File: src/hdl/pmf_pkg.sv
// Shared types, codes and saturation helpers for the particle motion and fade core.
`default_nettype none
package pmf_pkg;

   localparam int unsigned DATA_W  = 32;
   localparam int unsigned DT_W    = 16;
   localparam int unsigned ALPHA_W = 17;
   localparam int unsigned OPA_W   = DATA_W + 1;
   localparam int unsigned OPB_W   = ALPHA_W;
   localparam int unsigned PROD_W  = OPA_W + OPB_W + 1;
   localparam int unsigned DVD_W   = DATA_W + ALPHA_W;
   localparam int unsigned QUO_W   = ALPHA_W;
   localparam int unsigned CNT_W   = 5;
   localparam int unsigned REG_W   = 3;

   typedef logic signed [DATA_W-1:0] data_type;
   typedef logic signed [OPA_W-1:0]  opa_type;
   typedef logic        [OPB_W-1:0]  opb_type;
   typedef logic signed [PROD_W-1:0] prod_type;
   typedef logic        [DVD_W-1:0]  dvd_type;
   typedef logic        [QUO_W-1:0]  quo_type;
   typedef logic        [REG_W-1:0]  reg_idx_type;

   localparam logic [1:0] PH_RUN  = 2'd0;
   localparam logic [1:0] PH_FADE = 2'd1;
   localparam logic [1:0] PH_DEAD = 2'd2;

   localparam logic [ALPHA_W-1:0] ALPHA_ONE = 17'h10000;

   localparam reg_idx_type REG_GRAVITY_X     = 3'd0;
   localparam reg_idx_type REG_GRAVITY_Y     = 3'd1;
   localparam reg_idx_type REG_GRAVITY_Z     = 3'd2;
   localparam reg_idx_type REG_LIFE_LIMIT    = 3'd3;
   localparam reg_idx_type REG_FADE_ENABLE   = 3'd4;
   localparam reg_idx_type REG_FADE_DURATION = 3'd5;
   localparam reg_idx_type REG_INITIAL_ALPHA = 3'd6;

   function automatic data_type sat32(input prod_type v);
      data_type r;
      if (!v[PROD_W-1] && (|v[PROD_W-2:DATA_W-1])) begin
         r = {1'b0, {(DATA_W-1){1'b1}}};
      end else if (v[PROD_W-1] && !(&v[PROD_W-2:DATA_W-1])) begin
         r = {1'b1, {(DATA_W-1){1'b0}}};
      end else begin
         r = v[DATA_W-1:0];
      end
      return r;
   endfunction

   function automatic data_type add_sat(input data_type a, input data_type b);
      logic signed [DATA_W:0] s;
      data_type r;
      s = {a[DATA_W-1], a} + {b[DATA_W-1], b};
      if (s[DATA_W] != s[DATA_W-1]) begin
         r = s[DATA_W] ? {1'b1, {(DATA_W-1){1'b0}}} : {1'b0, {(DATA_W-1){1'b1}}};
      end else begin
         r = s[DATA_W-1:0];
      end
      return r;
   endfunction

endpackage
`default_nettype wire

File: src/hdl/pmf_mul_unit.sv
// Shared registered multiplier: signed 33-bit by unsigned 17-bit.
`default_nettype none
module pmf_mul_unit (
   input  wire logic             clock,
   input  wire pmf_pkg::opa_type op_a,
   input  wire pmf_pkg::opb_type op_b,
   output pmf_pkg::prod_type     product
);
   import pmf_pkg::*;

   prod_type product_ff;

   always_ff @(posedge clock) begin
      product_ff <= prod_type'(op_a) * prod_type'($signed({1'b0, op_b}));
   end

   assign product = product_ff;

endmodule
`default_nettype wire

File: src/hdl/pmf_div_unit.sv
// Restoring divider, one quotient bit per cycle; dividend high part must be below divisor.
`default_nettype none
module pmf_div_unit (
   input  wire logic              clock,
   input  wire logic              reset,
   input  wire logic              start,
   input  wire pmf_pkg::dvd_type  dividend,
   input  wire logic [31:0]       divisor,
   output logic                   done,
   output pmf_pkg::quo_type       quotient
);
   import pmf_pkg::*;

   logic [DATA_W-1:0] rem_ff;
   quo_type           quo_ff;
   logic [CNT_W-1:0]  cnt_ff;
   logic              busy_ff;
   logic              done_ff;
   logic [DATA_W:0]   trial;
   logic [DATA_W:0]   diff;
   logic              ge;

   assign trial = {rem_ff, quo_ff[QUO_W-1]};
   assign diff  = trial - {1'b0, divisor};
   assign ge    = (trial >= {1'b0, divisor});

   always_ff @(posedge clock) begin
      if (reset) begin
         busy_ff <= 1'b0;
         done_ff <= 1'b0;
         cnt_ff  <= '0;
      end else begin
         done_ff <= 1'b0;
         if (start) begin
            busy_ff <= 1'b1;
            cnt_ff  <= CNT_W'(QUO_W);
         end else if (busy_ff) begin
            cnt_ff <= cnt_ff - 1'b1;
            if (cnt_ff == CNT_W'(1)) begin
               busy_ff <= 1'b0;
               done_ff <= 1'b1;
            end
         end
      end
   end

   always_ff @(posedge clock) begin
      if (start) begin
         rem_ff <= dividend[DVD_W-1:QUO_W];
         quo_ff <= dividend[QUO_W-1:0];
      end else if (busy_ff) begin
         rem_ff <= ge ? diff[DATA_W-1:0] : trial[DATA_W-1:0];
         quo_ff <= {quo_ff[QUO_W-2:0], ge};
      end
   end

   assign done     = done_ff;
   assign quotient = quo_ff;

endmodule
`default_nettype wire

File: src/hdl/particle_motion_and_fade_core.sv
// Top level: register port, sequencer and particle state for one Euler-integrated particle.
// Spawn goes straight to the done state. Tick: nine products through the one shared
// multiplier, each in a multiply and an accumulate state; in fade phase the divider
// then computes alpha unless it is spent. One item at a time; the next input transfer
// can be taken while the previous result still waits. Synchronous active-high reset
// clears sequencer and motion state; particle starts in run phase at origin, alpha zero.
`default_nettype none
module particle_motion_and_fade_core #(
   parameter int FRAC_BITS = 16
) (
   input  wire logic        clock,
   input  wire logic        reset,
   input  wire logic        req_valid,
   output logic             req_ready,
   input  wire logic        req_action,
   input  wire logic [15:0] req_delta_time,
   input  wire logic signed [31:0] req_start_x,
   input  wire logic signed [31:0] req_start_y,
   input  wire logic signed [31:0] req_start_z,
   input  wire logic signed [31:0] req_start_vel_x,
   input  wire logic signed [31:0] req_start_vel_y,
   input  wire logic signed [31:0] req_start_vel_z,
   input  wire logic signed [31:0] req_extra_force_x,
   input  wire logic signed [31:0] req_extra_force_y,
   input  wire logic signed [31:0] req_extra_force_z,
   output logic             rsp_valid,
   input  wire logic        rsp_ready,
   output logic signed [31:0] rsp_pos_x,
   output logic signed [31:0] rsp_pos_y,
   output logic signed [31:0] rsp_pos_z,
   output logic [16:0]      rsp_opacity,
   output logic [1:0]       rsp_phase,
   output logic             rsp_is_dead,
   input  wire logic        csr_psel,
   input  wire logic        csr_penable,
   input  wire logic        csr_pwrite,
   input  wire logic [4:0]  csr_paddr,
   input  wire logic [31:0] csr_pwdata,
   output logic [31:0]      csr_prdata,
   output logic             csr_pready
);
   import pmf_pkg::*;

   localparam logic [2:0] S_IDLE = 3'd0;
   localparam logic [2:0] S_MUL  = 3'd1;
   localparam logic [2:0] S_ACC  = 3'd2;
   localparam logic [2:0] S_TIME = 3'd3;
   localparam logic [2:0] S_FADE = 3'd4;
   localparam logic [2:0] S_PROD = 3'd5;
   localparam logic [2:0] S_DIV  = 3'd6;
   localparam logic [2:0] S_DONE = 3'd7;

   // configuration
   data_type             grav_ff [3];
   logic [DATA_W-1:0]    life_limit_ff;
   logic                 fade_enable_ff;
   logic [DATA_W-1:0]    fade_duration_ff;
   logic [ALPHA_W-1:0]   initial_alpha_ff;
   reg_idx_type          reg_idx;
   logic                 csr_write;

   // particle state
   data_type             pos_ff [3];
   data_type             vel_ff [3];
   data_type             force_ff [3];
   logic [DT_W-1:0]      dt_ff;
   logic [DATA_W-1:0]    elapsed_ff;
   logic [1:0]           phase_ff;
   logic [ALPHA_W-1:0]   alpha_ff;
   logic                 dead_ff;

   // sequencer
   logic [2:0]           state_ff;
   logic [1:0]           axis_ff;
   logic [1:0]           op_ff;

   // result registers
   logic                 rsp_valid_ff;
   data_type             rsp_pos_ff [3];
   logic [ALPHA_W-1:0]   rsp_opacity_ff;
   logic [1:0]           rsp_phase_ff;
   logic                 rsp_dead_ff;

   // datapath
   opa_type              op_a;
   opb_type              op_b;
   data_type             op_sel;
   prod_type             product;
   prod_type             shifted;
   data_type             scaled;
   data_type             acc_base;
   data_type             acc_sum;
   logic [ALPHA_W-1:0]   alpha0;
   logic [DATA_W:0]      el_sum;
   logic [DATA_W-1:0]    el_new;
   logic                 div_start;
   logic                 div_done;
   quo_type              quotient;
   logic                 in_xfer;
   logic                 out_load;

   assign reg_idx    = csr_paddr[4:2];
   assign csr_write  = csr_psel & csr_penable & csr_pwrite;
   assign csr_pready = 1'b1;

   always_ff @(posedge clock) begin
      if (reset) begin
         grav_ff[0]       <= '0;
         grav_ff[1]       <= '0;
         grav_ff[2]       <= '0;
         life_limit_ff    <= 32'h0001_0000;
         fade_enable_ff   <= 1'b0;
         fade_duration_ff <= 32'h0001_0000;
         initial_alpha_ff <= ALPHA_ONE;
      end else if (csr_write) begin
         case (reg_idx)
            REG_GRAVITY_X:     grav_ff[0]       <= csr_pwdata;
            REG_GRAVITY_Y:     grav_ff[1]       <= csr_pwdata;
            REG_GRAVITY_Z:     grav_ff[2]       <= csr_pwdata;
            REG_LIFE_LIMIT:    life_limit_ff    <= csr_pwdata;
            REG_FADE_ENABLE:   fade_enable_ff   <= csr_pwdata[0];
            REG_FADE_DURATION: fade_duration_ff <= csr_pwdata;
            REG_INITIAL_ALPHA: initial_alpha_ff <= csr_pwdata[ALPHA_W-1:0];
            default: ;
         endcase
      end
   end

   always_comb begin
      case (reg_idx)
         REG_GRAVITY_X:     csr_prdata = grav_ff[0];
         REG_GRAVITY_Y:     csr_prdata = grav_ff[1];
         REG_GRAVITY_Z:     csr_prdata = grav_ff[2];
         REG_LIFE_LIMIT:    csr_prdata = life_limit_ff;
         REG_FADE_ENABLE:   csr_prdata = {31'd0, fade_enable_ff};
         REG_FADE_DURATION: csr_prdata = fade_duration_ff;
         REG_INITIAL_ALPHA: csr_prdata = {15'd0, initial_alpha_ff};
         default:           csr_prdata = '0;
      endcase
   end

   assign alpha0 = (initial_alpha_ff > ALPHA_ONE) ? ALPHA_ONE : initial_alpha_ff;

   // multiplier operand select
   always_comb begin
      case (op_ff)
         2'd0:    op_sel = grav_ff[axis_ff];
         2'd1:    op_sel = force_ff[axis_ff];
         default: op_sel = vel_ff[axis_ff];
      endcase
      if (state_ff == S_FADE) begin
         op_a = {1'b0, elapsed_ff};
         op_b = alpha0;
      end else begin
         op_a = {op_sel[DATA_W-1], op_sel};
         op_b = {1'b0, dt_ff};
      end
   end

   pmf_mul_unit u_mul (
      .clock   (clock),
      .op_a    (op_a),
      .op_b    (op_b),
      .product (product)
   );

   assign shifted  = product >>> FRAC_BITS;
   assign scaled   = sat32(shifted);
   assign acc_base = (op_ff == 2'd2) ? pos_ff[axis_ff] : vel_ff[axis_ff];
   assign acc_sum  = add_sat(acc_base, scaled);

   assign el_sum = {1'b0, elapsed_ff} + {{(DATA_W-DT_W+1){1'b0}}, dt_ff};
   assign el_new = el_sum[DATA_W] ? {DATA_W{1'b1}} : el_sum[DATA_W-1:0];

   assign div_start = (state_ff == S_PROD);

   pmf_div_unit u_div (
      .clock    (clock),
      .reset    (reset),
      .start    (div_start),
      .dividend (product[DVD_W-1:0]),
      .divisor  (fade_duration_ff),
      .done     (div_done),
      .quotient (quotient)
   );

   assign req_ready = (state_ff == S_IDLE);
   assign in_xfer   = req_valid & req_ready;
   assign out_load  = (state_ff == S_DONE) & (~rsp_valid_ff | rsp_ready);

   always_ff @(posedge clock) begin
      if (reset) begin
         state_ff   <= S_IDLE;
         axis_ff    <= '0;
         op_ff      <= '0;
         pos_ff[0]  <= '0;
         pos_ff[1]  <= '0;
         pos_ff[2]  <= '0;
         vel_ff[0]  <= '0;
         vel_ff[1]  <= '0;
         vel_ff[2]  <= '0;
         elapsed_ff <= '0;
         phase_ff   <= PH_RUN;
         alpha_ff   <= '0;
         dead_ff    <= 1'b0;
      end else begin
         case (state_ff)
            S_IDLE: begin
               if (in_xfer) begin
                  axis_ff <= '0;
                  op_ff   <= '0;
                  if (req_action) begin
                     pos_ff[0]  <= req_start_x;
                     pos_ff[1]  <= req_start_y;
                     pos_ff[2]  <= req_start_z;
                     vel_ff[0]  <= req_start_vel_x;
                     vel_ff[1]  <= req_start_vel_y;
                     vel_ff[2]  <= req_start_vel_z;
                     elapsed_ff <= '0;
                     dead_ff    <= 1'b0;
                     phase_ff   <= PH_RUN;
                     alpha_ff   <= alpha0;
                     state_ff   <= S_DONE;
                  end else begin
                     state_ff <= S_MUL;
                  end
               end
            end
            S_MUL: state_ff <= S_ACC;
            S_ACC: begin
               if (op_ff == 2'd2) begin
                  pos_ff[axis_ff] <= acc_sum;
                  op_ff           <= '0;
                  if (axis_ff == 2'd2) begin
                     state_ff <= S_TIME;
                  end else begin
                     axis_ff  <= axis_ff + 1'b1;
                     state_ff <= S_MUL;
                  end
               end else begin
                  vel_ff[axis_ff] <= acc_sum;
                  op_ff           <= op_ff + 1'b1;
                  state_ff        <= S_MUL;
               end
            end
            S_TIME: begin
               elapsed_ff <= el_new;
               state_ff   <= S_DONE;
               case (phase_ff)
                  PH_RUN: begin
                     if (el_new >= life_limit_ff) begin
                        if (fade_enable_ff) begin
                           phase_ff   <= PH_FADE;
                           elapsed_ff <= '0;
                        end else begin
                           phase_ff <= PH_DEAD;
                        end
                     end
                  end
                  PH_FADE: state_ff <= S_FADE;
                  default: begin
                     phase_ff <= PH_DEAD;
                     dead_ff  <= 1'b1;
                  end
               endcase
            end
            S_FADE: begin
               // alpha already spent: zero duration, zero start or timer at or past duration
               if ((fade_duration_ff == '0) || (alpha0 == '0) ||
                   (elapsed_ff >= fade_duration_ff)) begin
                  alpha_ff <= '0;
                  phase_ff <= PH_DEAD;
                  state_ff <= S_DONE;
               end else begin
                  state_ff <= S_PROD;
               end
            end
            S_PROD: state_ff <= S_DIV;
            S_DIV: begin
               if (div_done) begin
                  alpha_ff <= alpha0 - quotient;
                  state_ff <= S_DONE;
               end
            end
            S_DONE: begin
               if (out_load) begin
                  state_ff <= S_IDLE;
               end
            end
            default: state_ff <= S_IDLE;
         endcase
      end
   end

   // tick operands held for the whole item
   always_ff @(posedge clock) begin
      if (in_xfer) begin
         dt_ff       <= req_delta_time;
         force_ff[0] <= req_extra_force_x;
         force_ff[1] <= req_extra_force_y;
         force_ff[2] <= req_extra_force_z;
      end
   end

   always_ff @(posedge clock) begin
      if (reset) begin
         rsp_valid_ff <= 1'b0;
      end else if (out_load) begin
         rsp_valid_ff <= 1'b1;
      end else if (rsp_ready) begin
         rsp_valid_ff <= 1'b0;
      end
   end

   always_ff @(posedge clock) begin
      if (out_load) begin
         rsp_pos_ff[0]  <= pos_ff[0];
         rsp_pos_ff[1]  <= pos_ff[1];
         rsp_pos_ff[2]  <= pos_ff[2];
         rsp_opacity_ff <= alpha_ff;
         rsp_phase_ff   <= phase_ff;
         rsp_dead_ff    <= dead_ff;
      end
   end

   assign rsp_valid   = rsp_valid_ff;
   assign rsp_pos_x   = rsp_pos_ff[0];
   assign rsp_pos_y   = rsp_pos_ff[1];
   assign rsp_pos_z   = rsp_pos_ff[2];
   assign rsp_opacity = rsp_opacity_ff;
   assign rsp_phase   = rsp_phase_ff;
   assign rsp_is_dead = rsp_dead_ff;

endmodule
`default_nettype wire
File: config.mk
export PLATFORM = sky130hd
export DESIGN_NAME = particle_motion_and_fade_core
export DESIGN_NICKNAME = d
export VERILOG_FILES = /design/src/hdl/pmf_pkg.sv /design/src/hdl/pmf_mul_unit.sv /design/src/hdl/pmf_div_unit.sv /design/src/hdl/particle_motion_and_fade_core.sv
export SDC_FILE = /design/constraint.sdc
export NUM_CORES = 2
export LEC_CHECK = 0
export ABC_CLOCK_PERIOD_IN_PS = 8500
export BUFFER_PORTS_ARGS = -buffer_cell sky130_fd_sc_hd__buf_2
export CAP_MARGIN = 10
export CELL_PAD_IN_SITES_DETAIL_PLACEMENT = 1
export CELL_PAD_IN_SITES_GLOBAL_PLACEMENT = 2
export CORE_MARGIN = 3
export CORE_UTILIZATION = 40
export CTS_CLUSTER_DIAMETER = 60
export DETAILED_ROUTE_END_ITERATION = 7
export PLACE_DENSITY = 0.91
export RECOVER_POWER = 50
export REMOVE_ABC_BUFFERS = 1
export SKIP_LAST_GASP = 1
export SLEW_MARGIN = 20
export SYNTH_ARGS = -nofsm -noshare
export SYNTH_HDL_FRONTEND = slang
export SYNTH_HIERARCHICAL = 1
export SYNTH_SLANG_ARGS = --single-unit
File: constraint.sdc
create_clock -name clock -period 8.5 [get_ports clock]
set_input_delay 1.7 -clock clock [delete_from_list [all_inputs] [get_ports clock]]
set_output_delay 1.7 -clock clock [all_outputs]
set_load 0.01 [all_outputs]
==> metrics.csv <==
stage;metric;value;unit
run_status;status;finished, violations left;
run_status;violations;max-capacitance violations, max-slew violations;
critical_path;reg2reg_slack;0.21;ns
critical_path;critPathMaxStageDelay;0.55;ns
sta;fin_crit_sh;97.5;%
sta;hold_viol;0;
cts;cts_buffers;89;
routing;wirelength;231;mm
synthesis;avgSynthCellArea;10.5;sq um
place;dp_hpwl;174;mm
place;io_buffers;496;
synthesis;synth-seq-area-share;37.1;%
routing;wl_met1;89.0;mm
sta;finalSetupTns;0;ns
routing;ant_nets;0;
sta;maxSlewHeadroom;-183;%
critical_path;critPathCaptureType;flip-flop;
sta;period_needed;8.29;ns
critical_path;critPathTopFamily;adder cells;
routing;drc;0;
grt;grt-ovfl-total;0;
critical_path;cp_max_fo;37;
cells_and_area;finalNetCount;7604;
critical_path;arrival;8.80;ns
cells_and_area;drive_above_1_share;16.1;%
critical_path;crit_buf_inv;6;
routing;drt_iter0_markers;4602;
cts;path_clk_slew;0.07;ns
synthesis;syn_inst;5875;
cts;cts_root_buf;clkbuf_16;
run;max-cap-violations;15;
place;place_ws;0.142;ns
sta;setup_ws;0.214;ns
grt;antenna_found_initial;38;
cts;cts_tree;yes;
synthesis;synthFlopType;edfxtp_1;
critical_path;crit_top_cell;fa_1;
critical_path;critPathKind;flip-flop to flip-flop;
cts;clockBufferDepth;3;
cells_and_area;syn_to_final_growth;15.1;%
critical_path;cpMaxStageDelayCell;a211oi_1;
floorplan;coreArea;0.153;sq mm
routing;num_vias;49800;
routing;met3RoutedLength;18.1;mm
synthesis;yosys.area.top_type_share;30.5;%
critical_path;cp-endpoint;u_mul/product[43]$_DFF_P_;
grt;grt_pass1_vias;53700;
synthesis;synth_top_cell_by_area;edfxtp_1;
sta;maxSlewViolCount;627;
grt;grt_max_degree;193;
synthesis;yosysWarnings;6;
sta;finClkSkew;0.0641;ns
critical_path;r2r_cells;28;
critical_path;crit_required;9.02;ns
floorplan;initial_core_util;40.5;%
place;gp_congestion;0.937;
cts;clk_latency;0.72;ns
synthesis;synthTopCellsByArea;edfxtp_1 (31%), fa_1 (17%), dfxtp_1 (6.5%), ha_1 (5.8%), nand2_1 (5.0%);
sta;worstMarginPinSlew;4.25;ns
cts;cts_hold_buf;0;
synthesis;async_flop_share;0;%
cells_and_area;final_common_cell;nand2_1;
critical_path;timing.rr.end;u_mul/product[43]$_DFF_P_;
cells_and_area;mostFrequentLayoutCells;nand2_1 (826), inv_1 (814), edfxtp_1 (629);
routing;top_layer_used;met5;
synthesis;ys_types;105;
floorplan;rows;143;
cts;htreeDepth;3;
floorplan;io_pins;500;
critical_path;worst-path-stages;28;
synthesis;synth_edf_count;629;
synthesis;netlist_area;0.0619;sq mm
synthesis;yosys_register_bits;831;
sta;fmax;121;MHz
routing;wire_per_inst;26.9;microns
floorplan;die-width;399;microns
floorplan;die_h;399;microns
routing;first_pass_iters;5;
sta;timing.hold.ws;0.436;ns
grt;grt_use_total;28.3;%
cts;clkSinkCount;831;
routing;viasPerCell;5.81;
sta;setup_viol;0;
floorplan;die_area;0.159;sq mm
grt;grt_pass1_wl;339;mm
min_path;hold_path_class;flip-flop to flip-flop;
routing;met2_length;113;mm
critical_path;cp-start-kind;flip-flop;
==> layer usage <==
metal | vias up | track usage, %
li1 | 21200 | -
met1 | 25700 | 35.5
met2 | 2332 | 48.2
met3 | 565 | 5.01
met4 | 14 | 11.8
met5 | - | 0
==> sequential cells by signal, indices dropped and copies added, names as in the netlist, 32 cells and up, named ones only <==
signal	cells
elapsed_ff	32
fade_duration_ff	32
force_ff	96
grav_ff	96
life_limit_ff	32
pos_ff	128
rsp_pos_ff	96
u_div/rem_ff	32
u_mul/product	51
vel_ff	128
==> area by class of cell <==
| type | count | area (sq um) |
|---|---|---|
| Clock buffer | 103 | 2290 |
| Fill cell | 17000 | 81600 |
| Multi-Input combinational cell | 3921 | 34800 |
| Sequential cell | 831 | 22900 |
| Antenna cell | 22 | 55.1 |
| Timing Repair Buffer | 768 | 4620 |
| Clock inverter | 65 | 893 |
| Inverter | 818 | 3070 |
| Tap cell | 2030 | 2540 |
==> repair_timing <==
action	in CTS	in global routing
gates resized for setup	0	8
endpoints found under the hold margin	0	0
setup endpoints to repair	0	23
buffers inserted	0	5
==> logic make-up after synthesis <==
| group | count (synthesis) | synth area share, % |
|---|---|---|
| AND/OR/NAND/NOR | 1648 | 12.8 |
| buffers and inverters | 1123 | 6.95 |
| AO/OA/AOI/OAI | 1094 | 12.1 |
| flip-flops | 831 | 37.1 |
| adder cells (fa/ha/maj) | 829 | 23.3 |
| multiplexers | 219 | 5.96 |
| XOR/XNOR | 130 | 1.84 |
| other | 1 | 0.00606 |
==> worst min-delay path by stage <==
| stage | from | cells after the start | to | slack [ns] |
|---|---|---|---|---|
| 2_1_floorplan | alpha_ff[11]$_SDFFE_PP0P_ | 0 | rsp_opacity[11]$_DFFE_PP_ | 0.41 |
| 3_3_place_gp | alpha_ff[8]$_SDFFE_PP0P_ | 0 | rsp_opacity[8]$_DFFE_PP_ | 0.42 |
| 3_5_place_dp | alpha_ff[2]$_SDFFE_PP0P_ | 0 | rsp_opacity[2]$_DFFE_PP_ | 0.42 |
| 4_1_cts | alpha_ff[12]$_SDFFE_PP0P_ | 0 | rsp_opacity[12]$_DFFE_PP_ | 0.44 |
| 5_1_grt | alpha_ff[2]$_SDFFE_PP0P_ | 0 | rsp_opacity[2]$_DFFE_PP_ | 0.45 |
| 6_report | alpha_ff[10]$_SDFFE_PP0P_ | 0 | rsp_opacity[10]$_DFFE_PP_ | 0.44 |
==> synthesized netlist by cell type, types with 8 or more instances <==
cell type / count
mux2i_1: 50
o21ai_1: 26
ha_1: 286
mux2_2: 47
nand2_1: 831
xor2_1: 54
a21oi_2: 10
nand3_1: 67
buf_2: 19
xnor2_1: 76
o211ai_1: 13
nand2b_4: 17
nor2b_1: 33
inv_1: 814
mux2_4: 12
buf_1: 22
clkbuf_1: 252
or2_2: 9
a31oi_1: 25
a21o_1: 79
nand4_1: 34
a211oi_1: 61
a22o_1: 177
mux4_2: 110
a22oi_1: 72
a21oi_1: 294
o21ai_0: 156
dfxtp_1: 202
and3_1: 26
o21bai_1: 14
fa_1: 540
nor3_1: 46
a311oi_1: 9
nor4_1: 30
buf_4: 8
nor2_1: 164
o21a_1: 43
and2_1: 313
nand2b_1: 27
edfxtp_1: 629
and4_1: 8
o31ai_1: 10
==> metrics by stage <==
stage | instance area, sq um | utilization, % | cells
floorplan | 60700 | - | 5570
global placement | 68100 | 44.6 | 8363
detailed placement | 68100 | 44.6 | 8363
CTS | 71300 | 46.7 | 8531
global route | 71200 | 46.6 | 8551
finish | 71200 | 46.6 | 8558
Power is left out: the tool's default activity adds up to more than one toggle a clock period on the data nets, which glitch-free logic cannot reach.
